<file path="src/design/assert_macros.svh">
// assertion macros shared by the touch calibration rtl
// no dependencies; define ASSERT_OFF to drop every check
`ifndef ASSERT_MACROS_SVH
`define ASSERT_MACROS_SVH

`ifndef ASSERT_OFF

// property checked on every clk_i edge outside reset
`define TSC_ASSERT(lbl, prop, msg) \
  lbl: assert property (@(posedge clk_i) disable iff (!rst_ni) prop) else $error(msg);

// condition that must never be true outside reset
`define TSC_ASSERT_NEVER(lbl, cond, msg) \
  lbl: assert property (@(posedge clk_i) disable iff (!rst_ni) !(cond)) else $error(msg);

`else

`define TSC_ASSERT(lbl, prop, msg)
`define TSC_ASSERT_NEVER(lbl, cond, msg)

`endif

`endif

</file>
<file path="src/design/tsc_pkg.sv">
// types, constants and helpers for the touch calibration datapath
// no dependencies
`default_nettype none

package tsc_pkg;

  localparam int SAMPLE_W    = 12;
  localparam int SUM_W       = 12;
  localparam int GAIN_W      = 18;
  localparam int OFFS_W      = 27;
  localparam int PIX_W       = 9;
  localparam int FRAC_W      = 16;
  localparam int ACC_W       = 32;
  localparam int MIR_W       = 34;
  localparam int RECIP_SHIFT = 17;
  localparam int CFG_IDX_W   = 3;
  localparam int CFG_DATA_W  = 27;

  localparam logic signed [MIR_W-1:0] MIRROR_Q16   = 34'sd20971520; // 320.0
  localparam logic [PIX_W-1:0]        PIX_MAX      = 9'd511;
  localparam logic [PIX_W-1:0]        LAND_X_LIMIT = 9'd319;
  localparam logic [PIX_W-1:0]        JUMP_LIMIT   = 9'd3;
  localparam logic [PIX_W-1:0]        PIX_EDGE     = 9'd1;

  typedef enum logic [CFG_IDX_W-1:0] {
    REG_GAIN_X    = 3'd0,
    REG_OFFSET_X  = 3'd1,
    REG_GAIN_Y    = 3'd2,
    REG_OFFSET_Y  = 3'd3,
    REG_LANDSCAPE = 3'd4
  } cfg_reg_e;

  typedef struct packed {
    logic signed [GAIN_W-1:0] gain_x;
    logic signed [OFFS_W-1:0] offset_x;
    logic signed [GAIN_W-1:0] gain_y;
    logic signed [OFFS_W-1:0] offset_y;
    logic                     landscape;
  } cfg_t;

  typedef struct packed {
    logic [SUM_W-1:0] sum_x;
    logic [SUM_W-1:0] sum_y;
  } sums_t;

  typedef struct packed {
    logic signed [ACC_W-1:0] acc_x;
    logic signed [ACC_W-1:0] acc_y;
    logic                    landscape;
  } scaled_t;

  // q16 to pixel: negative -> 0, truncate, clamp at 511
  function automatic logic [PIX_W-1:0] to_pixel(input logic signed [MIR_W-1:0] v);
    logic signed [MIR_W-1:0] ip;
    logic [PIX_W-1:0]        r;
    ip = v >>> FRAC_W;
    if (v[MIR_W-1]) begin
      r = '0;
    end else if (ip > 34'sd511) begin
      r = PIX_MAX;
    end else begin
      r = ip[PIX_W-1:0];
    end
    return r;
  endfunction

  function automatic logic [PIX_W-1:0] abs_diff(input logic [PIX_W-1:0] a,
                                                input logic [PIX_W-1:0] b);
    logic [PIX_W-1:0] r;
    r = (a > b) ? (a - b) : (b - a);
    return r;
  endfunction

endpackage

`default_nettype wire

</file>
<file path="src/design/touch_sample_calibrate_core.sv">
// top level of the resistive touch calibration block
// depends on tsc_pkg, tsc_accum, tsc_scale and tsc_map
`default_nettype none

// usage
//   input channel: in_valid_i / in_ready_o carry one pair of 12-bit adc
//   readings (x_sample_i, y_sample_i) per transfer; one pair is taken every
//   cycle while the path downstream keeps moving
//   every SAMPLES-th pair closes a group and yields one result on the output
//   channel out_valid_o / out_ready_i (coord_x_o, coord_y_o, jumped_o)
//   the transfer of the last pair of a group loads the input reg; the group
//   then moves through the sums reg, scale reg and result reg to the output
//   throughput: one pair per cycle unless stalled, set by the divide and
//   accumulate, done combinationally behind the input register
//   a stalled receiver holds the result register; the stages behind it keep
//   filling, and once the sums register is full the last pair of the next
//   group waits in the input register and in_ready_o drops
//   reset clears sums, pair count, previous point and every valid flag, and
//   loads the default calibration; cfg_we_i writes a register by cfg_idx_i
//   with no wait, unknown indexes are ignored; write only while idle

module touch_sample_calibrate_core #(
  parameter int SAMPLES = 4
) (
  input  wire logic                            clk_i,
  input  wire logic                            rst_ni,
  input  wire logic                            cfg_we_i,
  input  wire logic [tsc_pkg::CFG_IDX_W-1:0]   cfg_idx_i,
  input  wire logic [tsc_pkg::CFG_DATA_W-1:0]  cfg_wdata_i,
  input  wire logic                            in_valid_i,
  output logic                                 in_ready_o,
  input  wire logic [tsc_pkg::SAMPLE_W-1:0]    x_sample_i,
  input  wire logic [tsc_pkg::SAMPLE_W-1:0]    y_sample_i,
  output logic                                 out_valid_o,
  input  wire logic                            out_ready_i,
  output logic [tsc_pkg::PIX_W-1:0]            coord_x_o,
  output logic [tsc_pkg::PIX_W-1:0]            coord_y_o,
  output logic                                 jumped_o
);

  // power-on calibration
  localparam logic signed [tsc_pkg::GAIN_W-1:0] GAIN_X_RST   = 18'sd7668;
  localparam logic signed [tsc_pkg::OFFS_W-1:0] OFFSET_X_RST = 27'sd0;
  localparam logic signed [tsc_pkg::GAIN_W-1:0] GAIN_Y_RST   = -18'sd10224;
  localparam logic signed [tsc_pkg::OFFS_W-1:0] OFFSET_Y_RST = 27'sd20971520;

  tsc_pkg::cfg_t    cfg_q, cfg_d;
  logic             sum_valid, sum_ready;
  tsc_pkg::sums_t   sums;
  logic             sc_valid, sc_ready;
  tsc_pkg::scaled_t scaled;

  // configuration registers, excess data bits dropped
  always_comb begin
    cfg_d = cfg_q;
    if (cfg_we_i) begin
      case (tsc_pkg::cfg_reg_e'(cfg_idx_i))
        tsc_pkg::REG_GAIN_X:    cfg_d.gain_x    = cfg_wdata_i[tsc_pkg::GAIN_W-1:0];
        tsc_pkg::REG_OFFSET_X:  cfg_d.offset_x  = cfg_wdata_i[tsc_pkg::OFFS_W-1:0];
        tsc_pkg::REG_GAIN_Y:    cfg_d.gain_y    = cfg_wdata_i[tsc_pkg::GAIN_W-1:0];
        tsc_pkg::REG_OFFSET_Y:  cfg_d.offset_y  = cfg_wdata_i[tsc_pkg::OFFS_W-1:0];
        tsc_pkg::REG_LANDSCAPE: cfg_d.landscape = cfg_wdata_i[0];
        default: ;
      endcase
    end
  end

  always_ff @(posedge clk_i or negedge rst_ni) begin
    if (!rst_ni) begin
      cfg_q.gain_x    <= GAIN_X_RST;
      cfg_q.offset_x  <= OFFSET_X_RST;
      cfg_q.gain_y    <= GAIN_Y_RST;
      cfg_q.offset_y  <= OFFSET_Y_RST;
      cfg_q.landscape <= 1'b0;
    end else begin
      cfg_q <= cfg_d;
    end
  end

  // divide and accumulate, one pair per transfer
  tsc_accum #(
    .SAMPLES(SAMPLES)
  ) u_accum (
    .clk_i      (clk_i),
    .rst_ni     (rst_ni),
    .in_valid_i (in_valid_i),
    .in_ready_o (in_ready_o),
    .x_sample_i (x_sample_i),
    .y_sample_i (y_sample_i),
    .sum_valid_o(sum_valid),
    .sum_ready_i(sum_ready),
    .sums_o     (sums)
  );

  // gain and offset per axis
  tsc_scale u_scale (
    .clk_i      (clk_i),
    .rst_ni     (rst_ni),
    .cfg_i      (cfg_q),
    .sum_valid_i(sum_valid),
    .sum_ready_o(sum_ready),
    .sums_i     (sums),
    .sc_valid_o (sc_valid),
    .sc_ready_i (sc_ready),
    .scaled_o   (scaled)
  );

  // pixel mapping, orientation, jump flag, result register
  tsc_map u_map (
    .clk_i      (clk_i),
    .rst_ni     (rst_ni),
    .sc_valid_i (sc_valid),
    .sc_ready_o (sc_ready),
    .scaled_i   (scaled),
    .out_valid_o(out_valid_o),
    .out_ready_i(out_ready_i),
    .coord_x_o  (coord_x_o),
    .coord_y_o  (coord_y_o),
    .jumped_o   (jumped_o)
  );

endmodule

`default_nettype wire

</file>
<file path="src/design/tsc_accum.sv">
// input register, divide by the sample count and per-axis accumulation
// depends on tsc_pkg and assert_macros.svh
`default_nettype none

`include "assert_macros.svh"

module tsc_accum #(
  parameter int SAMPLES = 4
) (
  input  wire logic                          clk_i,
  input  wire logic                          rst_ni,
  input  wire logic                          in_valid_i,
  output logic                               in_ready_o,
  input  wire logic [tsc_pkg::SAMPLE_W-1:0]  x_sample_i,
  input  wire logic [tsc_pkg::SAMPLE_W-1:0]  y_sample_i,
  output logic                               sum_valid_o,
  input  wire logic                          sum_ready_i,
  output tsc_pkg::sums_t                     sums_o
);

  localparam int CNT_W  = (SAMPLES > 1) ? $clog2(SAMPLES) : 1;
  localparam int PROD_W = tsc_pkg::SAMPLE_W + tsc_pkg::RECIP_SHIFT + 1;
  // exact for 12-bit dividends and divisors up to 16
  localparam logic [tsc_pkg::RECIP_SHIFT:0] RECIP =
    (tsc_pkg::RECIP_SHIFT+1)'(((1 << tsc_pkg::RECIP_SHIFT) + SAMPLES - 1) / SAMPLES);
  localparam logic [CNT_W-1:0] CNT_LAST = CNT_W'(SAMPLES - 1);

  logic                         iv_q, iv_d;
  logic [tsc_pkg::SAMPLE_W-1:0] xs_q, ys_q;
  logic [tsc_pkg::SUM_W-1:0]    sum_x_q, sum_x_d, sum_y_q, sum_y_d;
  logic [CNT_W-1:0]             cnt_q, cnt_d;
  logic                         sv_q, sv_d;
  tsc_pkg::sums_t               sums_q, sums_d;

  logic [PROD_W-1:0]            prod_x, prod_y;
  logic [tsc_pkg::SUM_W-1:0]    next_x, next_y;
  logic                         last, fire, in_xfer;

  assign prod_x = PROD_W'(xs_q) * PROD_W'(RECIP);
  assign prod_y = PROD_W'(ys_q) * PROD_W'(RECIP);
  assign next_x = sum_x_q + prod_x[tsc_pkg::RECIP_SHIFT +: tsc_pkg::SUM_W];
  assign next_y = sum_y_q + prod_y[tsc_pkg::RECIP_SHIFT +: tsc_pkg::SUM_W];

  assign last       = (cnt_q == CNT_LAST);
  // the last pair of a group needs room in the sums register
  assign fire       = iv_q && (!last || !sv_q || sum_ready_i);
  assign in_ready_o = !iv_q || fire;
  assign in_xfer    = in_valid_i && in_ready_o;

  always_comb begin
    iv_d    = iv_q;
    sum_x_d = sum_x_q;
    sum_y_d = sum_y_q;
    cnt_d   = cnt_q;
    sv_d    = sv_q;
    sums_d  = sums_q;
    if (sv_q && sum_ready_i) begin
      sv_d = 1'b0;
    end
    if (fire) begin
      iv_d = 1'b0;
      if (last) begin
        sum_x_d      = '0;
        sum_y_d      = '0;
        cnt_d        = '0;
        sv_d         = 1'b1;
        sums_d.sum_x = next_x;
        sums_d.sum_y = next_y;
      end else begin
        sum_x_d = next_x;
        sum_y_d = next_y;
        cnt_d   = cnt_q + CNT_W'(1);
      end
    end
    if (in_xfer) begin
      iv_d = 1'b1;
    end
  end

  always_ff @(posedge clk_i or negedge rst_ni) begin
    if (!rst_ni) begin
      iv_q    <= 1'b0;
      sum_x_q <= '0;
      sum_y_q <= '0;
      cnt_q   <= '0;
      sv_q    <= 1'b0;
    end else begin
      iv_q    <= iv_d;
      sum_x_q <= sum_x_d;
      sum_y_q <= sum_y_d;
      cnt_q   <= cnt_d;
      sv_q    <= sv_d;
    end
  end

  always_ff @(posedge clk_i) begin
    if (in_xfer) begin
      xs_q <= x_sample_i;
      ys_q <= y_sample_i;
    end
    sums_q <= sums_d;
  end

  assign sum_valid_o = sv_q;
  assign sums_o      = sums_q;

  `TSC_ASSERT(a_group_restart, fire && last |=> (cnt_q == '0) && sv_q, "group did not restart")
  `TSC_ASSERT_NEVER(a_sums_overrun, fire && last && sv_q && !sum_ready_i, "pending sums overwritten")

endmodule

`default_nettype wire

</file>
<file path="src/design/tsc_scale.sv">
// gain multiply and offset add per axis, one register stage
// depends on tsc_pkg
`default_nettype none

module tsc_scale (
  input  wire logic        clk_i,
  input  wire logic        rst_ni,
  input  tsc_pkg::cfg_t    cfg_i,
  input  wire logic        sum_valid_i,
  output logic             sum_ready_o,
  input  tsc_pkg::sums_t   sums_i,
  output logic             sc_valid_o,
  input  wire logic        sc_ready_i,
  output tsc_pkg::scaled_t scaled_o
);

  localparam int PROD_W = tsc_pkg::GAIN_W + tsc_pkg::SUM_W + 1;

  logic                       sc_v_q, sc_v_d;
  tsc_pkg::scaled_t           sc_q;
  logic signed [PROD_W-1:0]   prod_x, prod_y;
  logic                       load;

  assign prod_x = PROD_W'(cfg_i.gain_x) * $signed({1'b0, sums_i.sum_x});
  assign prod_y = PROD_W'(cfg_i.gain_y) * $signed({1'b0, sums_i.sum_y});

  assign sum_ready_o = !sc_v_q || sc_ready_i;
  assign load        = sum_valid_i && sum_ready_o;

  always_comb begin
    sc_v_d = sc_v_q;
    if (load) begin
      sc_v_d = 1'b1;
    end else if (sc_ready_i) begin
      sc_v_d = 1'b0;
    end
  end

  always_ff @(posedge clk_i or negedge rst_ni) begin
    if (!rst_ni) begin
      sc_v_q <= 1'b0;
    end else begin
      sc_v_q <= sc_v_d;
    end
  end

  always_ff @(posedge clk_i) begin
    if (load) begin
      sc_q.acc_x     <= tsc_pkg::ACC_W'(prod_x) + tsc_pkg::ACC_W'(cfg_i.offset_x);
      sc_q.acc_y     <= tsc_pkg::ACC_W'(prod_y) + tsc_pkg::ACC_W'(cfg_i.offset_y);
      sc_q.landscape <= cfg_i.landscape;
    end
  end

  assign sc_valid_o = sc_v_q;
  assign scaled_o   = sc_q;

endmodule

`default_nettype wire

</file>
<file path="src/design/tsc_map.sv">
// pixel conversion, orientation rules, jump flag and result register
// depends on tsc_pkg and assert_macros.svh
`default_nettype none

`include "assert_macros.svh"

module tsc_map (
  input  wire logic                       clk_i,
  input  wire logic                       rst_ni,
  input  wire logic                       sc_valid_i,
  output logic                            sc_ready_o,
  input  tsc_pkg::scaled_t                scaled_i,
  output logic                            out_valid_o,
  input  wire logic                       out_ready_i,
  output logic [tsc_pkg::PIX_W-1:0]       coord_x_o,
  output logic [tsc_pkg::PIX_W-1:0]       coord_y_o,
  output logic                            jumped_o
);

  logic                         ov_q, ov_d;
  logic [tsc_pkg::PIX_W-1:0]    coord_x_q, coord_y_q;
  logic                         jumped_q, land_q;
  logic [tsc_pkg::PIX_W-1:0]    prev_x_q, prev_y_q;

  logic signed [tsc_pkg::MIR_W-1:0] ax, ay, mir;
  logic [tsc_pkg::PIX_W-1:0]    pix_ax, pix_ay, pix_mir;
  logic [tsc_pkg::PIX_W-1:0]    cx, cy;
  logic                         jmp, load;

  assign ax  = tsc_pkg::MIR_W'(scaled_i.acc_x);
  assign ay  = tsc_pkg::MIR_W'(scaled_i.acc_y);
  assign mir = tsc_pkg::MIRROR_Q16 - ay;

  assign pix_ax  = tsc_pkg::to_pixel(ax);
  assign pix_ay  = tsc_pkg::to_pixel(ay);
  assign pix_mir = tsc_pkg::to_pixel(mir);

  always_comb begin
    if (scaled_i.landscape) begin
      cy = pix_ax;
      cx = (pix_mir >= tsc_pkg::LAND_X_LIMIT) ? '0 : pix_mir;
    end else if (pix_ax <= tsc_pkg::PIX_EDGE || pix_ay <= tsc_pkg::PIX_EDGE) begin
      cx = '0;
      cy = '0;
    end else begin
      cx = pix_ax;
      cy = pix_ay;
    end
  end

  assign jmp = (tsc_pkg::abs_diff(cx, prev_x_q) > tsc_pkg::JUMP_LIMIT) ||
               (tsc_pkg::abs_diff(cy, prev_y_q) > tsc_pkg::JUMP_LIMIT);

  assign sc_ready_o = !ov_q || out_ready_i;
  assign load       = sc_valid_i && sc_ready_o;

  always_comb begin
    ov_d = ov_q;
    if (load) begin
      ov_d = 1'b1;
    end else if (out_ready_i) begin
      ov_d = 1'b0;
    end
  end

  always_ff @(posedge clk_i or negedge rst_ni) begin
    if (!rst_ni) begin
      ov_q     <= 1'b0;
      prev_x_q <= '0;
      prev_y_q <= '0;
    end else begin
      ov_q <= ov_d;
      if (load) begin
        prev_x_q <= cx;
        prev_y_q <= cy;
      end
    end
  end

  always_ff @(posedge clk_i) begin
    if (load) begin
      coord_x_q <= cx;
      coord_y_q <= cy;
      jumped_q  <= jmp;
      land_q    <= scaled_i.landscape;
    end
  end

  assign out_valid_o = ov_q;
  assign coord_x_o   = coord_x_q;
  assign coord_y_o   = coord_y_q;
  assign jumped_o    = jumped_q;

  `TSC_ASSERT(a_land_x_range, ov_q && land_q |-> coord_x_q < tsc_pkg::LAND_X_LIMIT, "landscape x not cleared")
  `TSC_ASSERT(a_portrait_edge, ov_q && !land_q |-> ((coord_x_q == '0) == (coord_y_q == '0)) && (coord_x_q != tsc_pkg::PIX_EDGE) && (coord_y_q != tsc_pkg::PIX_EDGE), "portrait edge rule broken")

endmodule

`default_nettype wire

</file>
<file path="config.mk">
export PLATFORM = sky130hd
export DESIGN_NAME = touch_sample_calibrate_core
export DESIGN_NICKNAME = d
export VERILOG_FILES = /design/src/design/tsc_pkg.sv /design/src/design/touch_sample_calibrate_core.sv /design/src/design/tsc_accum.sv /design/src/design/tsc_scale.sv /design/src/design/tsc_map.sv
export VERILOG_INCLUDE_DIRS = /design/src /design/src/design
export SDC_FILE = /design/constraint.sdc
export NUM_CORES = 2
export LEC_CHECK = 0
export BUFFER_PORTS_ARGS = -buffer_cell sky130_fd_sc_hd__buf_2
export CAP_MARGIN = 10
export CORE_AREA = 2 2 312 376
export DETAILED_ROUTE_END_ITERATION = 8
export DIE_AREA = 0 0 314 378
export GPL_TIMING_DRIVEN = 0
export PLACE_DENSITY = 0.5
export SLEW_MARGIN = 20
export SYNTH_ARGS = -nofsm -noshare
export SYNTH_HDL_FRONTEND = slang
export SYNTH_SLANG_ARGS = --single-unit
export TNS_END_PERCENT = 100
</file>
<file path="constraint.sdc">
create_clock -name clk_i -period 9.3 [get_ports clk_i]
set_input_delay 1.86 -clock clk_i [delete_from_list [all_inputs] [get_ports clk_i]]
set_output_delay 1.86 -clock clk_i [all_outputs]
set_load 0.005 [all_outputs]
</file>
==> Word-level counts from Yosys, hierarchy flattened <==
Cells that the tools add are included.
{ "totals": {"ff_bits": 271, "in_bits": 59, "out_inout_bits": 21, "word_cells": 102} }
{ "classes": {"addsub": 10, "mul": 2, "n_lt_le_gt_ge": 10, "eq_ne": 5, "n_mux": 25, "reduce_logical": 26} }
{ "op_table": {"columns": ["operator", "count"], "rows": [
  ["2-to-1 mux 9 bit", 13],
  ["adder 31 x 27 -> 32 bit", 2],
  ["multiplier 18 x 13 -> 31 bit", 2],
  ["subtractor 9 bit", 4],
  ["subtractor 26 x 32 -> 33 bit (first input constant)", 1],
  ["greater-than comparator 16 x 10 -> 1 bit (second input constant)", 2],
  ["adder 12 x 10 -> 12 bit", 2],
  ["2-to-1 mux 12 bit", 2],
  ["greater-than comparator 9 x 2 -> 1 bit (second input constant)", 2],
  ["greater-than comparator 9 bit", 2],
  ["less-or-equal comparator 9 x 1 -> 1 bit (second input constant)", 2],
  ["greater-than comparator 17 x 10 -> 1 bit (second input constant)", 1],
  ["AND reduction 2 bit", 6],
  ["greater-or-equal comparator 9 bit (second input constant)", 1],
  ["2-to-1 mux 1 bit", 9],
  ["logical OR 1 bit", 7],
  ["equality test 3 x 2 -> 1 bit (second input constant)", 2],
  ["nonzero test 2 bit", 3],
  ["zero test 1 bit", 5],
  ["logical AND 1 bit", 4],
  ["equality test 3 x 1 -> 1 bit (second input constant)", 1],
  ["equality test 3 bit (second input constant)", 1],
  ["zero test 3 bit", 1],
  ["adder 2 x 1 -> 2 bit (second input constant)", 1],
  ["2 further kinds", 2]
]} }

==> Depth between registers and ports, before layout <==
{ "logic_depth": {"word_depth": 11, "mapped_depth": 24, "mapped_depth_nobuf": 22} }

==> Hierarchy <==
From an unflattened synthesis, not the netlist that was laid out.
{ "unflattened": {"hier_cells": 3067, "area_unflattened_um2": 30768.3} }
{ "modules_own_cells": {"columns": ["module", "instances", "cells_per_inst", "area_per_inst_um2", "seq_area_each_um2"], "rows": [
  ["tsc_scale", 1, 2207, 20458.4, 1976.9],
  ["tsc_accum", 1, 267, 3463.3, 2021.9],
  ["touch_sample_calibrate_core", 1, 195, 3455.8, 2299.7],
  ["tsc_map", 1, 398, 3390.8, 1046.0]
]} }

==> Worst setup path before layout <==
Ideal clock, no wire load.
{ "synth_path": {"path_kind": "register to register", "start": "register cfg_q[45] in the netlist's numbering", "end": "register u_scale.sc_q (netlist bit u_scale.scaled_o[32]), data pin", "arrival_ps": 6095, "required_ps": 9039, "slack_ps": 2944, "path_stages_with_launch": 21, "n_path_buf": 1, "path_cell_list": "dfstp_2 -> clkbuf_1 -> and2_1 -> fa_1 -> fa_1 -> fa_1 -> inv_1 -> fa_1 -> inv_1 -> fa_1 -> fa_1 -> ha_1 -> a21o_1 -> a21oi_1 -> o21bai_1 -> a21oi_1 -> or3b_1 -> o21a_2 -> o31ai_2 -> o21ai_1 -> o311a_1"} }
{ "synth_between": {"elab_chain_cells": 2} }
{ "synth_lines": {"columns": ["element", "line", "text"], "rows": [
  ["from (decl)", "touch_sample_calibrate_core.sv:47", "tsc_pkg::cfg_t cfg_q, cfg_d;"],
  ["from (signal assigned)", "touch_sample_calibrate_core.sv:76", "cfg_q <= cfg_d;"],
  ["multiplier 18 x 13 -> 31 bit", "tsc_scale.sv:25", "assign prod_y = PROD_W'(cfg_i.gain_y) * $signed({1'b0, sums_i.sum_y});"],
  ["adder 31 x 27 -> 32 bit", "tsc_scale.sv:50", "sc_q.acc_y <= tsc_pkg::ACC_W'(prod_y) + tsc_pkg::ACC_W'(cfg_i.offset_y);"],
  ["to (decl)", "tsc_scale.sv:20", "tsc_pkg::scaled_t sc_q;"]
]} }
No other way between the ends.
A chain may end at the register's enable or synchronous reset.

==> Worst setup path in the final report <==
{ "layout_path": {"start": "register u_accum.sums_q (netlist bit u_accum.sums_o[14])", "end": "register u_scale.sc_q (netlist bit u_scale.scaled_o[64]), data pin"} }
{ "layout_between": {"elab_chain_cells": 2} }
{ "layout_lines": {"columns": ["element", "line", "text"], "rows": [
  ["from (decl)", "tsc_accum.sv:33", "tsc_pkg::sums_t sums_q, sums_d;"],
  ["from (signal assigned)", "tsc_accum.sv:101", "sums_q <= sums_d;"],
  ["multiplier 18 x 13 -> 31 bit", "tsc_scale.sv:24", "assign prod_x = PROD_W'(cfg_i.gain_x) * $signed({1'b0, sums_i.sum_x});"],
  ["adder 31 x 27 -> 32 bit", "tsc_scale.sv:49", "sc_q.acc_x <= tsc_pkg::ACC_W'(prod_x) + tsc_pkg::ACC_W'(cfg_i.offset_x);"]
]} }
No other way between the ends.

==> summary by stage <==
Clock tree
After clock tree synthesis, the repair step resized 0 gates. The cts-stage hold buffer count is 0. Buffers inserted during clock tree synthesis total 29. The worst-case clock buffer depth is 3. The H-tree depth is 1. The number of sinks handled by clock tree synthesis is about 250. TritonCTS built the clock tree.

After clock tree synthesis, the clock-pin slew on the worst setup and hold paths is 0.07 ns. The tree is rooted in a sky130_fd_sc_hd__clkbuf_16. The clock latency on the worst-skew pair is around 0.57 ns. After clock tree synthesis, the setup repair step added 0 buffers.

Timing
After layout, the minimum clock period comes to 8.19 ns. The final hold violation count is 0. For the pin with the worst max-slew slack, the measured transition is about 1 ns. Timing would allow up to 122 MHz. Setup repair after global routing left no endpoint under its margin. The final period utilization is 88.0%. The worst-case clock skew is roughly 0.022 ns. The max-slew violation count is 0. Setup violations remaining at the end of the flow were counted as 0. After routing, the total negative slack on setup checks comes to 0 ns. The relative slew slack is between 30% and 40%. Hold timing on the final database bottoms out at a slack of ~0.44 ns.

Finish
The final layout contains between 3,000 and 4,000 nets. Cells with a size suffix above 1 make up 9.67% of the layout. The synthesis-to-finish area growth is 12.0%. The number of standard cells in the final layout excluding fillers is between 4,000 and 5,000.

In the final layout, the multi-input gates occupy a little under 20,000 sq um. The register area is 6860 sq um. The count of filler cells inserted in the layout is roughly 12,000. Measured on the finished design, the core utilization comes to 27.8%.

Worst setup path
The cell family contributing the most delay on the critical path is adder cells. The required time at the worst-slack endpoint is a little under 10 ns. The number of buffers and inverters on the critical path is 7. The kind of critical path is flip-flop to flip-flop. The nature of the critical path endpoint is a flip-flop. Walking the worst path, the cells encountered are clkbuf_1 -> clkbuf_1 -> nand2_1 -> fa_1 -> inv_1 -> fa_1 -> inv_1 -> fa_1 -> inv_1 -> ha_1 -> inv_1 -> fa_1 -> inv_1 -> fa_1 -> ha_1 -> a2111oi_0 -> o221ai_1 -> a211oi_1 -> o31ai_1 -> a311oi_2 -> o21ai_1 -> nor4_1 -> nor3_1 -> xnor2_1. On the critical path, the stage with the largest delay is an instance of sky130_fd_sc_hd__a211oi_1. The maximum fanout encountered on the critical timing path is 10. The biggest cell delay along the critical path is 0.70 ns. The startpoint kind of the worst setup timing path is a flip-flop. The endpoint arrival time on the critical path is approximately 8.6 ns.

Die
The die height is 378 um. The effective utilization at floorplan is 24.8%. The number of placed I/O pins is 80. In this run the core area contains between 100 and 150 standard-cell rows. The die extent in x is 314 um. The die covers roughly 120,000 sq um.

In this run the standard cell core region covers about 120,000 sq um.

Run
The max-cap violation count is 0.

Yosys
The predominant post-synthesis flop cell is sky130_fd_sc_hd__dfrtp_1. The async set-reset flop share out of synthesis is between 50% and 60%. Summed over all instances, the cell type with the most area after synthesis is sky130_fd_sc_hd__fa_1. The most frequently used cell type in the post-synthesis netlist is sky130_fd_sc_hd__inv_1. After synthesis the netlist holds a flip-flop and latch count of about 250.

Yosys mapped a number of flops with a built-in enable equal to between 100 and 150. For this run, the number of Yosys warnings is 0. Sorting the synthesized cells by how often they occur yields sky130_fd_sc_hd__inv_1, sky130_fd_sc_hd__fa_1, sky130_fd_sc_hd__nand2_1, sky130_fd_sc_hd__and2_1, sky130_fd_sc_hd__ha_1.

The average cell area after synthesis is 10.4 sq um. The number of nets produced by synthesis is between 3,000 and 4,000. After synthesis, the largest area contributor takes up around 32% of total cell area.

For this run, the register share of the synthesized area comes to roughly 24%. The cell count after synthesis is approximately 2,800. The synthesized netlist occupies a cell area of 28,600 sq um. Sorting the synthesized cells by area gives the leading types as sky130_fd_sc_hd__fa_1, sky130_fd_sc_hd__edfxtp_1, sky130_fd_sc_hd__dfrtp_1. The number of distinct library cells after synthesis is 86.

GRT
The initial antenna violation count came to 14. Global routing used between 10 and 15% of the available tracks across all layers. The largest net degree at the start of global routing is between 80 and 90. The via count of the first global-routing pass is a little over 20,000. The total grt overflow is 0.

The first global-routing pass estimated 116,000 um of wire.

Placement
Input and output buffers added on the ports amount to 75. The number of placed instances, taps included, is approximately 4,400. At the end of routability-driven placement, the weighted congestion stood at between 0.8 and 0.9. Once detailed placement completed, the half-perimeter wirelength came to approximately 60,000 um.

Detailed routing
In this run, the number of DRC markers left after iteration 0 of detailed routing was 1,075. Using the TritonRoute via totals, the vias-per-cell ratio works out to around 4.3. Summed over all layers, the routed wires come to roughly 73,000 um.

Summing over every cut layer, the via total after detailed routing is around 19,000. In the final routed layout, each cell accounts on average for between 15 and 20 um. For this run, design rule violations remaining after detail routing come to 0. The number of routed nets with antenna violations is 0. For this run, the detailed router's first-pass iteration total came to 7.

Hold path
The path class of the tightest hold or removal check is flip-flop to flip-flop.

Outcome
The run finished with clean final reports.
cell usage in the layout, fill, tap and decap left out, drive strengths merged, types with 10 or more instances in the layout:
cell and n:
dfrtp 121, dfstp 18, buf 83, a21oi 72
clkbuf 124, clkinv 11, xor2 21, nand2b 10
edfxtp 112, o21a 20, inv 531, a22o 17
a21o 27, mux2 97, ha 211, mux2i 11
nand3 23, xnor2 61, nor4 13, nor2 96
fa 461, nand2 290, a211oi 10, nor3 17
and2 225, nor2b 14, o21ai 64
flip-flops by register name, summed over array words and instances, names as in the netlist, 9 cells and up:
register          cells
u_map.coord_y_o       9
u_map.coord_x_o       9
u_accum.sum_x_q      12
u_accum.sums_o       24
u_map.prev_x_q        9
u_accum.xs_q         10
u_accum.ys_q         10
u_map.prev_y_q        9
u_scale.scaled_o     49
cfg_q                91
u_accum.sum_y_q      12
logic make-up after synthesis:
| logic type | share of synthesized area [%] |
|---|---|
| multiplexers | 4.23 |
| AND/OR/NAND/NOR | 12.6 |
| AO/OA/AOI/OAI | 6.92 |
| flip-flops | 24.0 |
| adder cells (fa/ha/maj) | 41.5 |
| buffers and inverters | 8.26 |
| XOR/XNOR | 2.51 |
worst register-to-register path, delay by kind of cell (launching register included):
family / cells / cell delay, ns
xor gates and xnor gates: 1 / 0.26
AOI/OAI and AO/OA: 6 / 2.42
DFF: 1 / 0.33
buffers and inverters: 7 / 1.49
adders and majority gates: 7 / 3.03
and+or+nand+nor: 3 / 0.46
layout make-up:
type	count	share of cell area, %
clock inverter	20	0.809
clock buffer	33	2.34
sequential	251	21.4
inverter	529	6.20
timing repair buffer	78	1.46
buffer	96	1.17
tap	1529	5.97
antenna	3	0.0234
multi-input combinational	1877	60.6
per-stage QoR:
stage / area [sq um] / setup WS, ns
after floorplan: 28600 / 2.94
after global routing: 32000 / 0.671
after detailed placement: 31000 / 1.07
final: 32000 / 1.11
after global placement: 30900 / 1.19
after CTS: 32000 / 1.00
final timing paths:
check                                              from                             end  slack, ns  depth (start not counted)
setup / recovery           u_accum.sums_o[14]$_DFFE_PP_  u_scale.scaled_o[64]$_DFFE_PP_       1.11                         24
hold / removal                     cfg_q[0]$_DFFE_PN0P_   u_scale.scaled_o[0]$_DFFE_PP_       0.44                          0
setup reg to reg           u_accum.sums_o[14]$_DFFE_PP_  u_scale.scaled_o[64]$_DFFE_PP_       1.11                         24
hold reg to reg                    cfg_q[0]$_DFFE_PN0P_   u_scale.scaled_o[0]$_DFFE_PP_       0.44                          0
max in group asynchronous                        rst_ni  u_accum.sum_y_q[6]$_DFFE_PN0P_       7.22                          2
min in group asynchronous                        rst_ni   u_map.prev_x_q[1]$_DFFE_PN0P_       1.21                          1
routing by layer:
metal	share of wire, %	vias up	global-route usage, %
met3	4.8	91	2.05
met2	48	347	21.6
met5	0.13	-	0
met4	2.0	16	2.32
met1	45	9778	17.0
li1	-	8888	-
Power is not shown: default switching activity piles up to over one toggle a cycle in this logic, so the estimate is an artifact.
